## config.mk

```make
export PLATFORM = sky130hd
export DESIGN_NAME = morse_code_keyer_core_flat
export DESIGN_NICKNAME = d
export VERILOG_FILES = /design/src/hdl/mck_pkg.sv /design/src/hdl/mck_in_if.sv /design/src/hdl/mck_out_if.sv /design/src/hdl/mck_front.sv /design/src/hdl/mck_queue.sv /design/src/hdl/mck_back.sv /design/src/hdl/morse_code_keyer_core.sv /design/src/flat_wrapper.sv
export SDC_FILE = /design/constraint.sdc
export NUM_CORES = 1
export LEC_CHECK = 0
export BUFFER_PORTS_ARGS = -buffer_cell sky130_fd_sc_hd__buf_4
export CAP_MARGIN = 20
export CORE_MARGIN = 4
export CORE_UTILIZATION = 30
export CTS_CLUSTER_DIAMETER = 150
export DETAILED_ROUTE_END_ITERATION = 12
export GPL_TIMING_DRIVEN = 0
export HOLD_SLACK_MARGIN = 0.12
export SKIP_CTS_REPAIR_TIMING = 1
export SLEW_MARGIN = 30
export SYNTH_ARGS = -nofsm -noshare
export SYNTH_HDL_FRONTEND = slang
export SYNTH_SLANG_ARGS = --single-unit
```

## constraint.sdc

```tcl
create_clock -name i_clk -period 8 [get_ports i_clk]
set_clock_uncertainty 0.1 [all_clocks]
set_input_delay 2.4 -clock i_clk [delete_from_list [all_inputs] [get_ports i_clk]]
set_output_delay 2.4 -clock i_clk [all_outputs]
set_load 0.05 [all_outputs]
```

## src/hdl/mck_pkg.sv

```systemverilog
// mck_pkg: shared types, codes and the character code table of the morse keyer
`timescale 1ns / 1ps
`default_nettype none

package mck_pkg;

    // result status codes
    localparam logic [1:0] ST_OK        = 2'd0;
    localparam logic [1:0] ST_UNMAPPED  = 2'd1;
    localparam logic [1:0] ST_SKIPPED   = 2'd2;

    // configuration register indexes
    localparam logic [1:0] REG_DIT      = 2'd0;
    localparam logic [1:0] REG_ELEM_GAP = 2'd1;
    localparam logic [1:0] REG_LTR_GAP  = 2'd2;
    localparam logic [1:0] REG_WORD_GAP = 2'd3;

    // register reset values
    localparam logic [15:0] DIT_RST      = 16'd240;
    localparam logic [15:0] ELEM_GAP_RST = 16'd240;
    localparam logic [15:0] LTR_GAP_RST  = 16'd2880;
    localparam logic [15:0] WORD_GAP_RST = 16'd6720;

    localparam logic [7:0] CHAR_BLANK = 8'h20;

    // element group codes
    localparam logic [1:0] GRP_DOT  = 2'd1;
    localparam logic [1:0] GRP_DASH = 2'd2;

    // command queue
    localparam int QUEUE_DEPTH = 2;
    localparam int PTR_W       = (QUEUE_DEPTH > 1) ? $clog2(QUEUE_DEPTH) : 1;
    localparam int CNT_W       = $clog2(QUEUE_DEPTH + 1);

    localparam int CODE_W = 12;
    localparam int DUR_W  = 18;

    typedef enum logic [1:0] {
        K_ABORT = 2'd0,
        K_BLANK = 2'd1,
        K_CHAR  = 2'd2
    } t_kind;

    // one classified character, front to back
    typedef struct packed {
        t_kind               kind;
        logic                pend;
        logic [CODE_W-1:0]   code;
    } t_cmd;

    typedef struct packed {
        logic [15:0] dit;
        logic [15:0] elem_gap;
        logic [15:0] ltr_gap;
        logic [15:0] word_gap;
    } t_cfg;

    // element code of a character, zero when unmapped
    function automatic logic [CODE_W-1:0] char_code(input logic [7:0] ch);
        logic [CODE_W-1:0] c;
        case (ch)
            8'h2E: c = 12'h999;
            8'h30: c = 12'h2AA;
            8'h31: c = 12'h2A9;
            8'h32: c = 12'h2A5;
            8'h33: c = 12'h295;
            8'h34: c = 12'h255;
            8'h35: c = 12'h155;
            8'h36: c = 12'h156;
            8'h37: c = 12'h15A;
            8'h38: c = 12'h16A;
            8'h39: c = 12'h1AA;
            8'h41: c = 12'h009;
            8'h42: c = 12'h056;
            8'h43: c = 12'h066;
            8'h44: c = 12'h016;
            8'h45: c = 12'h001;
            8'h46: c = 12'h065;
            8'h47: c = 12'h01A;
            8'h48: c = 12'h055;
            8'h49: c = 12'h005;
            8'h4A: c = 12'h0A9;
            8'h4B: c = 12'h026;
            8'h4C: c = 12'h059;
            8'h4D: c = 12'h00A;
            8'h4E: c = 12'h006;
            8'h4F: c = 12'h02A;
            8'h50: c = 12'h069;
            8'h51: c = 12'h09A;
            8'h52: c = 12'h019;
            8'h53: c = 12'h015;
            8'h54: c = 12'h002;
            8'h55: c = 12'h025;
            8'h56: c = 12'h095;
            8'h57: c = 12'h029;
            8'h58: c = 12'h096;
            8'h59: c = 12'h0A6;
            8'h5A: c = 12'h05A;
            default: c = '0;
        endcase
        return c;
    endfunction

    // a code sends cleanly when nonzero and every group up to the top one is a dot or dash
    function automatic logic code_ok(input logic [CODE_W-1:0] c);
        logic       ok;
        logic [1:0] g;
        logic       hi;
        ok = (c != '0);
        for (int i = 0; i < CODE_W / 2; i++) begin
            g  = c[2*i +: 2];
            hi = ((c >> (2*i + 2)) != '0);
            if (g == 2'd3 || (g == 2'd0 && hi)) begin
                ok = 1'b0;
            end
        end
        return ok;
    endfunction

endpackage

`default_nettype wire

```

## src/hdl/mck_in_if.sv

```systemverilog
// mck_in_if: character channel, one character and its message-start flag per beat
`timescale 1ns / 1ps
`default_nettype none

interface mck_in_if;
    logic       valid;
    logic       ready;
    logic [7:0] character;
    logic       first_of_message;

    modport source (output valid, output character, output first_of_message, input ready);
    modport sink   (input valid, input character, input first_of_message, output ready);
endinterface

`default_nettype wire

```

## src/hdl/mck_out_if.sv

```systemverilog
// mck_out_if: key segment channel, one segment per beat
`timescale 1ns / 1ps
`default_nettype none

interface mck_out_if;
    logic        valid;
    logic        ready;
    logic        key_on;
    logic [17:0] duration_ms;
    logic [1:0]  status;
    logic        last;

    modport source (output valid, output key_on, output duration_ms, output status,
                    output last, input ready);
    modport sink   (input valid, input key_on, input duration_ms, input status,
                    input last, output ready);
endinterface

`default_nettype wire

```

## src/hdl/mck_front.sv

```systemverilog
// mck_front: accepts characters, tracks message flags and classifies each character
`timescale 1ns / 1ps
`default_nettype none

module mck_front (
    input  wire          i_clk,
    input  wire          i_rst_n,
    mck_in_if.sink       i_char,
    input  wire          i_q_full,
    output logic         o_push,
    output mck_pkg::t_cmd o_cmd
);

    logic r_letter_pending;
    logic r_aborted;
    logic n_letter_pending;
    logic n_aborted;

    logic               accept;
    logic               eff_pend;
    logic               eff_abort;
    logic [mck_pkg::CODE_W-1:0] code;

    assign i_char.ready = !i_q_full;
    assign accept       = i_char.valid && !i_q_full;
    assign o_push       = accept;

    // message start clears both flags before classification
    assign eff_pend  = i_char.first_of_message ? 1'b0 : r_letter_pending;
    assign eff_abort = i_char.first_of_message ? 1'b0 : r_aborted;
    assign code      = mck_pkg::char_code(i_char.character);

    // classify and work out the flags this character leaves
    always_comb begin
        n_letter_pending = eff_pend;
        n_aborted        = eff_abort;
        o_cmd.pend       = eff_pend;
        o_cmd.code       = code;
        if (eff_abort) begin
            o_cmd.kind = mck_pkg::K_ABORT;
        end else if (i_char.character == mck_pkg::CHAR_BLANK) begin
            o_cmd.kind       = mck_pkg::K_BLANK;
            n_letter_pending = 1'b0;
        end else begin
            o_cmd.kind = mck_pkg::K_CHAR;
            if (mck_pkg::code_ok(code)) begin
                n_letter_pending = 1'b1;
            end else begin
                n_aborted = 1'b1;
            end
        end
    end

    // flag registers
    always_ff @(posedge i_clk) begin
        if (!i_rst_n) begin
            r_letter_pending <= 1'b0;
            r_aborted        <= 1'b0;
        end else if (accept) begin
            r_letter_pending <= n_letter_pending;
            r_aborted        <= n_aborted;
        end
    end

    // a blank outside an aborted message leaves the letter flag cleared
    a_blank_clears: assert property (@(posedge i_clk) disable iff (!i_rst_n)
        accept && !eff_abort && i_char.character == mck_pkg::CHAR_BLANK |=> !r_letter_pending)
        else $error("letter flag set after blank");

endmodule

`default_nettype wire

```

## src/hdl/mck_queue.sv

```systemverilog
// mck_queue: short command queue between the front and the back
`timescale 1ns / 1ps
`default_nettype none

module mck_queue (
    input  wire           i_clk,
    input  wire           i_rst_n,
    input  wire           i_push,
    input  mck_pkg::t_cmd i_cmd,
    input  wire           i_pop,
    output mck_pkg::t_cmd o_cmd,
    output logic          o_full,
    output logic          o_avail
);

    mck_pkg::t_cmd r_mem [mck_pkg::QUEUE_DEPTH];
    logic [mck_pkg::PTR_W-1:0] r_wr;
    logic [mck_pkg::PTR_W-1:0] r_rd;
    logic [mck_pkg::CNT_W-1:0] r_cnt;

    function automatic logic [mck_pkg::PTR_W-1:0] ptr_inc(input logic [mck_pkg::PTR_W-1:0] p);
        return (p == mck_pkg::PTR_W'(mck_pkg::QUEUE_DEPTH - 1)) ? '0 : p + 1'b1;
    endfunction

    assign o_full  = (r_cnt == mck_pkg::CNT_W'(mck_pkg::QUEUE_DEPTH));
    assign o_avail = (r_cnt != '0);
    assign o_cmd   = r_mem[r_rd];

    // storage
    always_ff @(posedge i_clk) begin
        if (i_push) begin
            r_mem[r_wr] <= i_cmd;
        end
    end

    // pointers and fill count
    always_ff @(posedge i_clk) begin
        if (!i_rst_n) begin
            r_wr  <= '0;
            r_rd  <= '0;
            r_cnt <= '0;
        end else begin
            if (i_push) begin
                r_wr <= ptr_inc(r_wr);
            end
            if (i_pop) begin
                r_rd <= ptr_inc(r_rd);
            end
            if (i_push && !i_pop) begin
                r_cnt <= r_cnt + 1'b1;
            end else if (i_pop && !i_push) begin
                r_cnt <= r_cnt - 1'b1;
            end
        end
    end

    a_no_overflow: assert property (@(posedge i_clk) disable iff (!i_rst_n)
        !(i_push && o_full) && !(i_pop && !o_avail))
        else $error("queue overflow or underflow");

endmodule

`default_nettype wire

```

## src/hdl/mck_back.sv

```systemverilog
// mck_back: segment sequencer with the output register
`timescale 1ns / 1ps
`default_nettype none

module mck_back (
    input  wire           i_clk,
    input  wire           i_rst_n,
    input  mck_pkg::t_cfg i_cfg,
    input  mck_pkg::t_cmd i_cmd,
    input  wire           i_cmd_avail,
    output logic          o_cmd_pop,
    mck_out_if.source     o_seg
);

    typedef enum logic [5:0] {
        S_IDLE = 6'b000001,
        S_LGAP = 6'b000010,
        S_EGAP = 6'b000100,
        S_ELEM = 6'b001000,
        S_ERR  = 6'b010000,
        S_ONE  = 6'b100000
    } t_bstate;

    t_bstate r_state;
    t_bstate n_state;

    mck_pkg::t_kind             r_kind;
    logic [mck_pkg::CODE_W-1:0] r_code;
    logic [mck_pkg::CODE_W-1:0] n_code;

    logic                       r_out_valid;
    logic                       r_key_on;
    logic [mck_pkg::DUR_W-1:0]  r_dur;
    logic [1:0]                 r_status;
    logic                       r_last;

    logic                       can_emit;
    logic                       emit;
    logic                       n_key_on;
    logic [mck_pkg::DUR_W-1:0]  n_dur;
    logic [1:0]                 n_status;
    logic                       n_last;
    logic [1:0]                 grp;
    logic [mck_pkg::CODE_W-1:0] code_rest;
    logic [mck_pkg::DUR_W-1:0]  dash_dur;

    assign can_emit  = !r_out_valid || o_seg.ready;
    assign grp       = r_code[1:0];
    assign code_rest = r_code >> 2;
    assign dash_dur  = {1'b0, i_cfg.dit, 1'b0} + {2'b00, i_cfg.dit};
    assign o_cmd_pop = (r_state == S_IDLE) && i_cmd_avail;

    // sequencer: one segment per cycle while the output slot is free
    always_comb begin
        n_state  = r_state;
        n_code   = r_code;
        emit     = 1'b0;
        n_key_on = 1'b0;
        n_dur    = '0;
        n_status = mck_pkg::ST_OK;
        n_last   = 1'b0;
        unique case (r_state)
            S_IDLE: begin
                n_code = i_cmd.code;
                if (i_cmd_avail) begin
                    if (i_cmd.kind != mck_pkg::K_CHAR) begin
                        n_state = S_ONE;
                    end else if (i_cmd.pend) begin
                        n_state = S_LGAP;
                    end else if (i_cmd.code == '0) begin
                        n_state = S_ERR;
                    end else begin
                        n_state = S_ELEM;
                    end
                end
            end
            S_LGAP: begin
                n_dur = {2'b00, i_cfg.ltr_gap};
                if (can_emit) begin
                    emit    = 1'b1;
                    n_state = (r_code == '0) ? S_ERR : S_ELEM;
                end
            end
            S_EGAP: begin
                n_dur = {2'b00, i_cfg.elem_gap};
                if (can_emit) begin
                    emit    = 1'b1;
                    n_state = S_ELEM;
                end
            end
            S_ELEM: begin
                n_key_on = 1'b1;
                n_dur    = (grp == mck_pkg::GRP_DASH) ? dash_dur : {2'b00, i_cfg.dit};
                n_last   = (code_rest == '0);
                if (grp != mck_pkg::GRP_DOT && grp != mck_pkg::GRP_DASH) begin
                    n_state = S_ERR;
                end else if (can_emit) begin
                    emit    = 1'b1;
                    n_code  = code_rest;
                    n_state = (code_rest == '0) ? S_IDLE : S_EGAP;
                end
            end
            S_ERR: begin
                n_status = mck_pkg::ST_UNMAPPED;
                n_last   = 1'b1;
                if (can_emit) begin
                    emit    = 1'b1;
                    n_state = S_IDLE;
                end
            end
            S_ONE: begin
                n_last = 1'b1;
                if (r_kind == mck_pkg::K_BLANK) begin
                    n_dur = {2'b00, i_cfg.word_gap};
                end else begin
                    n_status = mck_pkg::ST_SKIPPED;
                end
                if (can_emit) begin
                    emit    = 1'b1;
                    n_state = S_IDLE;
                end
            end
            default: begin
                n_state = S_IDLE;
            end
        endcase
    end

    // state and command registers
    always_ff @(posedge i_clk) begin
        if (!i_rst_n) begin
            r_state <= S_IDLE;
        end else begin
            r_state <= n_state;
        end
    end

    always_ff @(posedge i_clk) begin
        r_code <= n_code;
        if (o_cmd_pop) begin
            r_kind <= i_cmd.kind;
        end
    end

    // output register
    always_ff @(posedge i_clk) begin
        if (!i_rst_n) begin
            r_out_valid <= 1'b0;
        end else if (emit) begin
            r_out_valid <= 1'b1;
        end else if (o_seg.ready) begin
            r_out_valid <= 1'b0;
        end
    end

    always_ff @(posedge i_clk) begin
        if (emit) begin
            r_key_on <= n_key_on;
            r_dur    <= n_dur;
            r_status <= n_status;
            r_last   <= n_last;
        end
    end

    assign o_seg.valid       = r_out_valid;
    assign o_seg.key_on      = r_key_on;
    assign o_seg.duration_ms = r_dur;
    assign o_seg.status      = r_status;
    assign o_seg.last        = r_last;

    a_status_last: assert property (@(posedge i_clk) disable iff (!i_rst_n)
        r_out_valid && r_status != mck_pkg::ST_OK |-> r_last && !r_key_on && r_dur == '0)
        else $error("status beat not a closing zero-length beat");

    a_pop_idle: assert property (@(posedge i_clk) disable iff (!i_rst_n)
        o_cmd_pop |=> r_state != S_IDLE)
        else $error("sequencer stayed idle after taking a command");

endmodule

`default_nettype wire

```

## src/hdl/morse_code_keyer_core.sv

```systemverilog
// morse_code_keyer_core: top level of the morse keyer, config registers and part wiring
//
// Usage:
//   i_char carries one ASCII character per beat with a message-start flag.
//   o_seg carries key segments: key level, duration in ms, status, last flag.
//   A character gives one to twelve segments; the one flagged last closes it.
//   Config writes (i_cfg_we, i_cfg_idx, i_cfg_data) set dit length and gaps; the user
//   makes them only while no character is in flight; the block leaves this unchecked.
// Timing:
//   the front classifies a character in the cycle it is accepted and queues it
//   in a two-entry command queue; the back loads a command in its idle state,
//   then emits one segment per cycle while the output slot is free and takes
//   the next command only on its return to idle; the first segment goes through
//   the queue, the idle load and the output register; the back sequencer sets the rate.
// Reset:
//   synchronous, clears the message flags, the queue and the output slot and
//   loads the default register values.
// Stall:
//   when o_seg.ready is low the output register holds its beat, the back
//   waits, and once the queue fills i_char.ready drops.
`timescale 1ns / 1ps
`default_nettype none

module morse_code_keyer_core (
    input  wire        i_clk,
    input  wire        i_rst_n,
    mck_in_if.sink     i_char,
    mck_out_if.source  o_seg,
    input  wire        i_cfg_we,
    input  wire [1:0]  i_cfg_idx,
    input  wire [15:0] i_cfg_data
);

    mck_pkg::t_cfg r_cfg;
    mck_pkg::t_cmd push_cmd;
    mck_pkg::t_cmd pop_cmd;
    logic          push;
    logic          pop;
    logic          q_full;
    logic          q_avail;

    // configuration registers
    always_ff @(posedge i_clk) begin
        if (!i_rst_n) begin
            r_cfg.dit      <= mck_pkg::DIT_RST;
            r_cfg.elem_gap <= mck_pkg::ELEM_GAP_RST;
            r_cfg.ltr_gap  <= mck_pkg::LTR_GAP_RST;
            r_cfg.word_gap <= mck_pkg::WORD_GAP_RST;
        end else if (i_cfg_we) begin
            unique case (i_cfg_idx)
                mck_pkg::REG_DIT:      r_cfg.dit      <= i_cfg_data;
                mck_pkg::REG_ELEM_GAP: r_cfg.elem_gap <= i_cfg_data;
                mck_pkg::REG_LTR_GAP:  r_cfg.ltr_gap  <= i_cfg_data;
                mck_pkg::REG_WORD_GAP: r_cfg.word_gap <= i_cfg_data;
                default: ;
            endcase
        end
    end

    // front: accept and classify
    mck_front u_front (
        .i_clk    (i_clk),
        .i_rst_n  (i_rst_n),
        .i_char   (i_char),
        .i_q_full (q_full),
        .o_push   (push),
        .o_cmd    (push_cmd)
    );

    // command queue
    mck_queue u_queue (
        .i_clk   (i_clk),
        .i_rst_n (i_rst_n),
        .i_push  (push),
        .i_cmd   (push_cmd),
        .i_pop   (pop),
        .o_cmd   (pop_cmd),
        .o_full  (q_full),
        .o_avail (q_avail)
    );

    // back: segment sequencer
    mck_back u_back (
        .i_clk       (i_clk),
        .i_rst_n     (i_rst_n),
        .i_cfg       (r_cfg),
        .i_cmd       (pop_cmd),
        .i_cmd_avail (q_avail),
        .o_cmd_pop   (pop),
        .o_seg       (o_seg)
    );

endmodule

`default_nettype wire
```

## src/flat_wrapper.sv

```systemverilog
// flat-port wrapper written by rule: the top's interface ports become plain ports
module morse_code_keyer_core_flat 
  (i_clk, i_rst_n, i_cfg_we, i_cfg_idx, i_cfg_data, i_char_valid, i_char_character, i_char_first_of_message, i_char_ready, o_seg_valid, o_seg_key_on, o_seg_duration_ms, o_seg_status, o_seg_last, o_seg_ready);
  mck_in_if i_char_i ();
  mck_out_if o_seg_i ();
  input  wire i_clk;
  input  wire i_rst_n;
  input  wire i_cfg_we;
  input  wire [1:0] i_cfg_idx;
  input  wire [15:0] i_cfg_data;
  input wire logic [$bits(i_char_i.valid)-1:0] i_char_valid;
  input wire logic [$bits(i_char_i.character)-1:0] i_char_character;
  input wire logic [$bits(i_char_i.first_of_message)-1:0] i_char_first_of_message;
  output wire logic [$bits(i_char_i.ready)-1:0] i_char_ready;
  output wire logic [$bits(o_seg_i.valid)-1:0] o_seg_valid;
  output wire logic [$bits(o_seg_i.key_on)-1:0] o_seg_key_on;
  output wire logic [$bits(o_seg_i.duration_ms)-1:0] o_seg_duration_ms;
  output wire logic [$bits(o_seg_i.status)-1:0] o_seg_status;
  output wire logic [$bits(o_seg_i.last)-1:0] o_seg_last;
  input wire logic [$bits(o_seg_i.ready)-1:0] o_seg_ready;
  assign i_char_i.valid = i_char_valid;
  assign i_char_i.character = i_char_character;
  assign i_char_i.first_of_message = i_char_first_of_message;
  assign i_char_ready = i_char_i.ready;
  assign o_seg_valid = o_seg_i.valid;
  assign o_seg_key_on = o_seg_i.key_on;
  assign o_seg_duration_ms = o_seg_i.duration_ms;
  assign o_seg_status = o_seg_i.status;
  assign o_seg_last = o_seg_i.last;
  assign o_seg_i.ready = o_seg_ready;
  morse_code_keyer_core u_core (.i_clk(i_clk), .i_rst_n(i_rst_n), .i_char(i_char_i), .o_seg(o_seg_i), .i_cfg_we(i_cfg_we), .i_cfg_idx(i_cfg_idx), .i_cfg_data(i_cfg_data));
endmodule
```

==> flow_summary.html <==
<table>
<tr><th>Metric</th><th>Value</th></tr>
<tr><th colspan="2">Synth</th></tr>
<tr><td>Seq cells post-synth</td><td>141</td></tr>
<tr><td>Avg Synthesized Cell Area</td><td>9.12 um2</td></tr>
<tr><td>Net count after synthesis</td><td>858</td></tr>
<tr><td>Synthesized instance count</td><td>798</td></tr>
<tr><td>Synth async-reset ratio</td><td>0%</td></tr>
<tr><td>Number of synthesis warnings</td><td>0</td></tr>
<tr><td>Post-Syn Area</td><td>0.00728 mm2</td></tr>
<tr><td>Dominant register cell in the synthesized netlist</td><td>sky130_fd_sc_hd__dfxtp_1</td></tr>
<tr><td>Netlist cell types</td><td>73</td></tr>
<tr><td>Post-synth EDFFs</td><td>63</td></tr>
<tr><td>Sequential fraction of the synthesis area</td><td>47.4%</td></tr>
<tr><th colspan="2">Power</th></tr>
<tr><td>Peak VDD IR</td><td>172 uV</td></tr>
<tr><td>Overall Power</td><td>2280 uW</td></tr>
<tr><td>Power per Cell Area</td><td>259 mW/mm2</td></tr>
<tr><td>Leakage dissipation</td><td>0.00327 uW</td></tr>
<tr><th colspan="2">Clock network</th></tr>
<tr><td>Post-CTS clock slew at the launch and capture registers of the worst setup and hold paths</td><td>60 ps</td></tr>
<tr><td>Num CTS Buffers</td><td>17</td></tr>
<tr><td>Clk_lat worst skew</td><td>420 ps</td></tr>
<tr><td>Clock net sink count</td><td>141</td></tr>
<tr><td>TritonCTS clock tree</td><td>built</td></tr>
<tr><td>Clock Root Buffer</td><td>sky130_fd_sc_hd__clkbuf_16</td></tr>
<tr><td>Max H-tree Level</td><td>4</td></tr>
<tr><td>Maximum clock insertion buffer count</td><td>2</td></tr>
<tr><th colspan="2">Setup path</th></tr>
<tr><td>Sort of element at the start of the critical path</td><td>primary input</td></tr>
<tr><td>Worst setup path class</td><td>in -&gt; reg</td></tr>
<tr><td>Reg-to-reg critical path endpoint</td><td>u_core.u_back.o_seg.duration_ms[16]$_DFFE_PP_</td></tr>
<tr><td>Required time at the worst-slack endpoint</td><td>8210 ps</td></tr>
<tr><td>Maximum fanout along the worst path</td><td>10</td></tr>
<tr><td>Register-to-register setup slack</td><td>4670 ps</td></tr>
<tr><td>Worst Setup SP</td><td>i_char_character[1]</td></tr>
<tr><td>Worst reg2reg startpoint</td><td>u_core.r_cfg[49]$_SDFFE_PN0P_</td></tr>
<tr><td>Signal arrival time at the worst endpoint</td><td>4810 ps</td></tr>
<tr><td>Endpoint of the worst setup timing path</td><td>u_core.u_front.r_aborted$_SDFFE_PN0P_</td></tr>
<tr><td>Depth of the most critical reg-to-reg path</td><td>9</td></tr>
<tr><td>Setup crit end kind</td><td>register</td></tr>
<tr><th colspan="2">GRT</th></tr>
<tr><td>Global-route wire length before repair</td><td>30800 um</td></tr>
<tr><td>Overall track demand over capacity in global routing</td><td>14.5%</td></tr>
<tr><td>Global route total overflow</td><td>0</td></tr>
<tr><td>Via count of the first global-routing pass</td><td>5760</td></tr>
<tr><td>Number of antenna violations at the first check in global routing</td><td>0</td></tr>
<tr><td>Largest net degree at the start of global routing</td><td>17</td></tr>
<tr><th colspan="2">Die</th></tr>
<tr><td>Count of standard-cell rows</td><td>56</td></tr>
<tr><td>Die X-Extent</td><td>164 um</td></tr>
<tr><td>Number of top-level design ports</td><td>56</td></tr>
<tr><td>Die Height</td><td>164 um</td></tr>
<tr><td>Starting utilization of the core area</td><td>30.7%</td></tr>
<tr><td>Area of the die</td><td>0.0268 mm2</td></tr>
<tr><td>Core Box Area</td><td>0.0237 mm2</td></tr>
<tr><th colspan="2">Detailed routing</th></tr>
<tr><td>Pre-Repair DR Iteration Count</td><td>5</td></tr>
<tr><td>Number of nets with antenna violations after routing</td><td>0</td></tr>
<tr><td>DR iter-0 viols</td><td>592</td></tr>
<tr><td>Remaining design rule violation count</td><td>0</td></tr>
<tr><td>WL final</td><td>19200 um</td></tr>
<tr><td>Number of vias after detailed routing</td><td>6025</td></tr>
<tr><td>Vias per cell</td><td>5.00</td></tr>
<tr><td>Average wire length per cell after detail routing</td><td>15.9 um</td></tr>
<tr><th colspan="2">Flow run</th></tr>
<tr><td>MaxCap Viol Count</td><td>0</td></tr>
<tr><th colspan="2">Timing</th></tr>
<tr><td>Peak clock frequency supported by timing</td><td>0.217 GHz</td></tr>
<tr><td>Worst setup margin</td><td>3400 ps</td></tr>
<tr><td>Number of slew-limit violations in the final report</td><td>0</td></tr>
<tr><td>Final critical path time including I/O delays and setup</td><td>4600 ps</td></tr>
<tr><td>Worst-margin pin slew</td><td>944 ps</td></tr>
<tr><td>Worst slew slack as a fraction of its limit</td><td>35.5%</td></tr>
<tr><td>Accumulated negative setup slack</td><td>0 ps</td></tr>
<tr><td>Post-route clock period utilization</td><td>57.5%</td></tr>
<tr><td>Setup Viol. Count Final</td><td>0</td></tr>
<tr><td>Final hold vios</td><td>0</td></tr>
<tr><td>Setup repair after global routing missed its margin</td><td>no</td></tr>
<tr><th colspan="2">Placement</th></tr>
<tr><td>Final RePlAce weighted congestion</td><td>0.865</td></tr>
<tr><td>Number of input and output port buffers inserted</td><td>54</td></tr>
<tr><td>Worst setup timing slack at the placement stage</td><td>2980 ps</td></tr>
<tr><td>Total half-perimeter wirelength after legalization and detailed placement</td><td>14100 um</td></tr>
<tr><td>Cells after DPL</td><td>1173</td></tr>
<tr><th colspan="2">Finish</th></tr>
<tr><td>P&amp;R area growth vs syn</td><td>20.6%</td></tr>
<tr><td>Total area of sequential cells</td><td>0.00345 mm2</td></tr>
<tr><td>Share of layout cells above drive strength 1</td><td>13.5%</td></tr>
<tr><td>Filler cell count in the final layout</td><td>2440</td></tr>
<tr><td>Number of nets in the final layout</td><td>933</td></tr>
<tr><td>Number of non-filler instances in the completed layout</td><td>1205</td></tr>
<tr><td>Number of diodes</td><td>0</td></tr>
<tr><td>Combined area of the multi-input logic cells</td><td>0.00357 mm2</td></tr>
<tr><th colspan="2">Worst hold path</th></tr>
<tr><td>Worst min-delay path category</td><td>reg -&gt; reg</td></tr>
<tr><td>Number of cells on the worst hold path</td><td>2</td></tr>
<tr><th colspan="2">Run status</th></tr>
<tr><td>Outcome</td><td>finished, final reports clean</td></tr>
</table>
-- kinds of logic after synthesis --
family / after synthesis / synth area share [%]
DFF: 141 / 47.4
muxes: 27 / 3.82
and+or+nand+nor: 321 / 19.8
xor gates and xnor gates: 20 / 2.41
buffers and inverters: 68 / 3.82
adders and majority gates: 28 / 4.91
AOI/OAI and AO/OA: 193 / 17.8
-- state kept, by name, indices dropped and copies added, names as in the netlist, named ones only --
name,cells
u_core.r_cfg,64
u_core.u_back.o_seg.duration_ms,18
u_core.u_back.o_seg.key_on,1
u_core.u_back.o_seg.last,1
u_core.u_back.o_seg.status,2
u_core.u_back.o_seg.valid,1
u_core.u_back.r_code,11
u_core.u_back.r_kind,2
u_core.u_back.r_state,6
u_core.u_front.r_aborted,1
u_core.u_front.r_letter_pending,1
u_core.u_queue.r_cnt,2
u_core.u_queue.r_mem,28
u_core.u_queue.r_rd,1
u_core.u_queue.r_wr,1
-- metrics by stage --
stage / hold WS, ps / area (um2) / utilization (%)
finish: 357 / 8780 / 37.1
global route: 374 / 8780 / 37.1
CTS: 356 / 8780 / 37.1
detailed placement: 348 / 8140 / 34.4
global placement: 341 / 8090 / 34.1
floorplan: 333 / 7280 / -
-- layout by cell type (no fill, tap or decap), types with 10 or more instances in the layout --
cell,instances
sky130_fd_sc_hd__a21boi_0,20
sky130_fd_sc_hd__a21oi_1,55
sky130_fd_sc_hd__a222oi_1,14
sky130_fd_sc_hd__buf_4,56
sky130_fd_sc_hd__clkbuf_1,31
sky130_fd_sc_hd__clkbuf_16,17
sky130_fd_sc_hd__dfxtp_1,78
sky130_fd_sc_hd__edfxtp_1,63
sky130_fd_sc_hd__ha_1,27
sky130_fd_sc_hd__inv_1,24
sky130_fd_sc_hd__mux2i_1,24
sky130_fd_sc_hd__nand2_1,185
sky130_fd_sc_hd__nand2b_1,10
sky130_fd_sc_hd__nand3_1,26
sky130_fd_sc_hd__nor2_1,43
sky130_fd_sc_hd__o211ai_1,10
sky130_fd_sc_hd__o21ai_0,35
sky130_fd_sc_hd__xnor2_1,13
-- worst min-delay path by stage --
stage                                                        end  slack (ps)                                    startpoint
floorplan           u_core.u_front.r_letter_pending$_SDFFE_PN0P_         330  u_core.u_front.r_letter_pending$_SDFFE_PN0P_
detailed placement                 u_core.r_cfg[18]$_SDFFE_PN0P_         350                 u_core.r_cfg[18]$_SDFFE_PN0P_
finish              u_core.u_front.r_letter_pending$_SDFFE_PN0P_         360  u_core.u_front.r_letter_pending$_SDFFE_PN0P_
global placement                   u_core.r_cfg[42]$_SDFFE_PN0P_         340                 u_core.r_cfg[42]$_SDFFE_PN0P_
global route                       u_core.r_cfg[16]$_SDFFE_PN0P_         370                 u_core.r_cfg[16]$_SDFFE_PN0P_
CTS                                u_core.r_cfg[18]$_SDFFE_PN0P_         360                 u_core.r_cfg[18]$_SDFFE_PN0P_
-- Yosys cell counts, drive strengths merged, types with 2 or more instances --
cell     count  share of area, %
mux2i       24               3.3
o22ai        3              0.34
a31o         4              0.48
clkbuf      31               1.6
nand2      185               9.5
a21oi       56               3.8
a221o        2              0.27
buf         11              0.88
o221ai       5              0.60
a21o         5              0.52
a32oi        2              0.24
nand3       26               1.8
nor3b        5              0.65
a22oi        2              0.21
nor4         8              0.69
and3b        2              0.24
nand3b       2              0.21
a21boi      21               2.2
or2          3              0.26
or3          3              0.26
a31oi        3              0.26
and3         6              0.52
xor2         7              0.84
nor2b        9              0.81
a211o        3              0.36
a222oi      14               1.9
ha          27               4.6
o21ai       42               2.9
inv         26               1.3
dfxtp       78                21
nor2        45               2.4
nand2b      10              0.86
or3b         2              0.24
and2         3              0.26
o211ai      10               1.0
o21a         4              0.41
xnor2       13               1.6
nor4b        2              0.24
a211oi       5              0.52
nor3         3              0.21
edfxtp      63                26
a2111oi      3              0.53
nand4        2              0.17
mux2         3              0.52
-- critical path: stages --
cell                        delay [ps]
sky130_fd_sc_hd__buf_4             110
sky130_fd_sc_hd__buf_2             220
sky130_fd_sc_hd__inv_1             150
sky130_fd_sc_hd__ha_1              380
sky130_fd_sc_hd__mux2i_1           100
sky130_fd_sc_hd__o221ai_1          180
sky130_fd_sc_hd__o311ai_1          140
sky130_fd_sc_hd__o21ai_1           260
sky130_fd_sc_hd__nor2_1            120
sky130_fd_sc_hd__a2111oi_2         360
sky130_fd_sc_hd__nand3_1           160
sky130_fd_sc_hd__a32o_1            240
-- layer usage --
layer	GRT usage, %	vias to the layer above	wire length [um]
met2	24.5	144	9220
met4	4.31	0	202
met3	2.41	14	864
met1	19.2	2865	8910
li1	-	3002	-
met5	0	-	0
-- layout make-up --
type | instances | share of cell area (%)
plain buffers | 42 | 2.05
clock buffers | 17 | 4.85
clock inverters | 15 | 2.41
inverters | 26 | 1.11
multi-input cells | 589 | 40.7
flip-flops and latches | 141 | 39.3
well taps | 319 | 4.55
repair buffers | 56 | 4.99
-- where the power goes --
group	internal, uW	switching [uW]
sequential	883	53.7
clock	528	326
combinational	179	309
(Power assumes the default switching activity.)
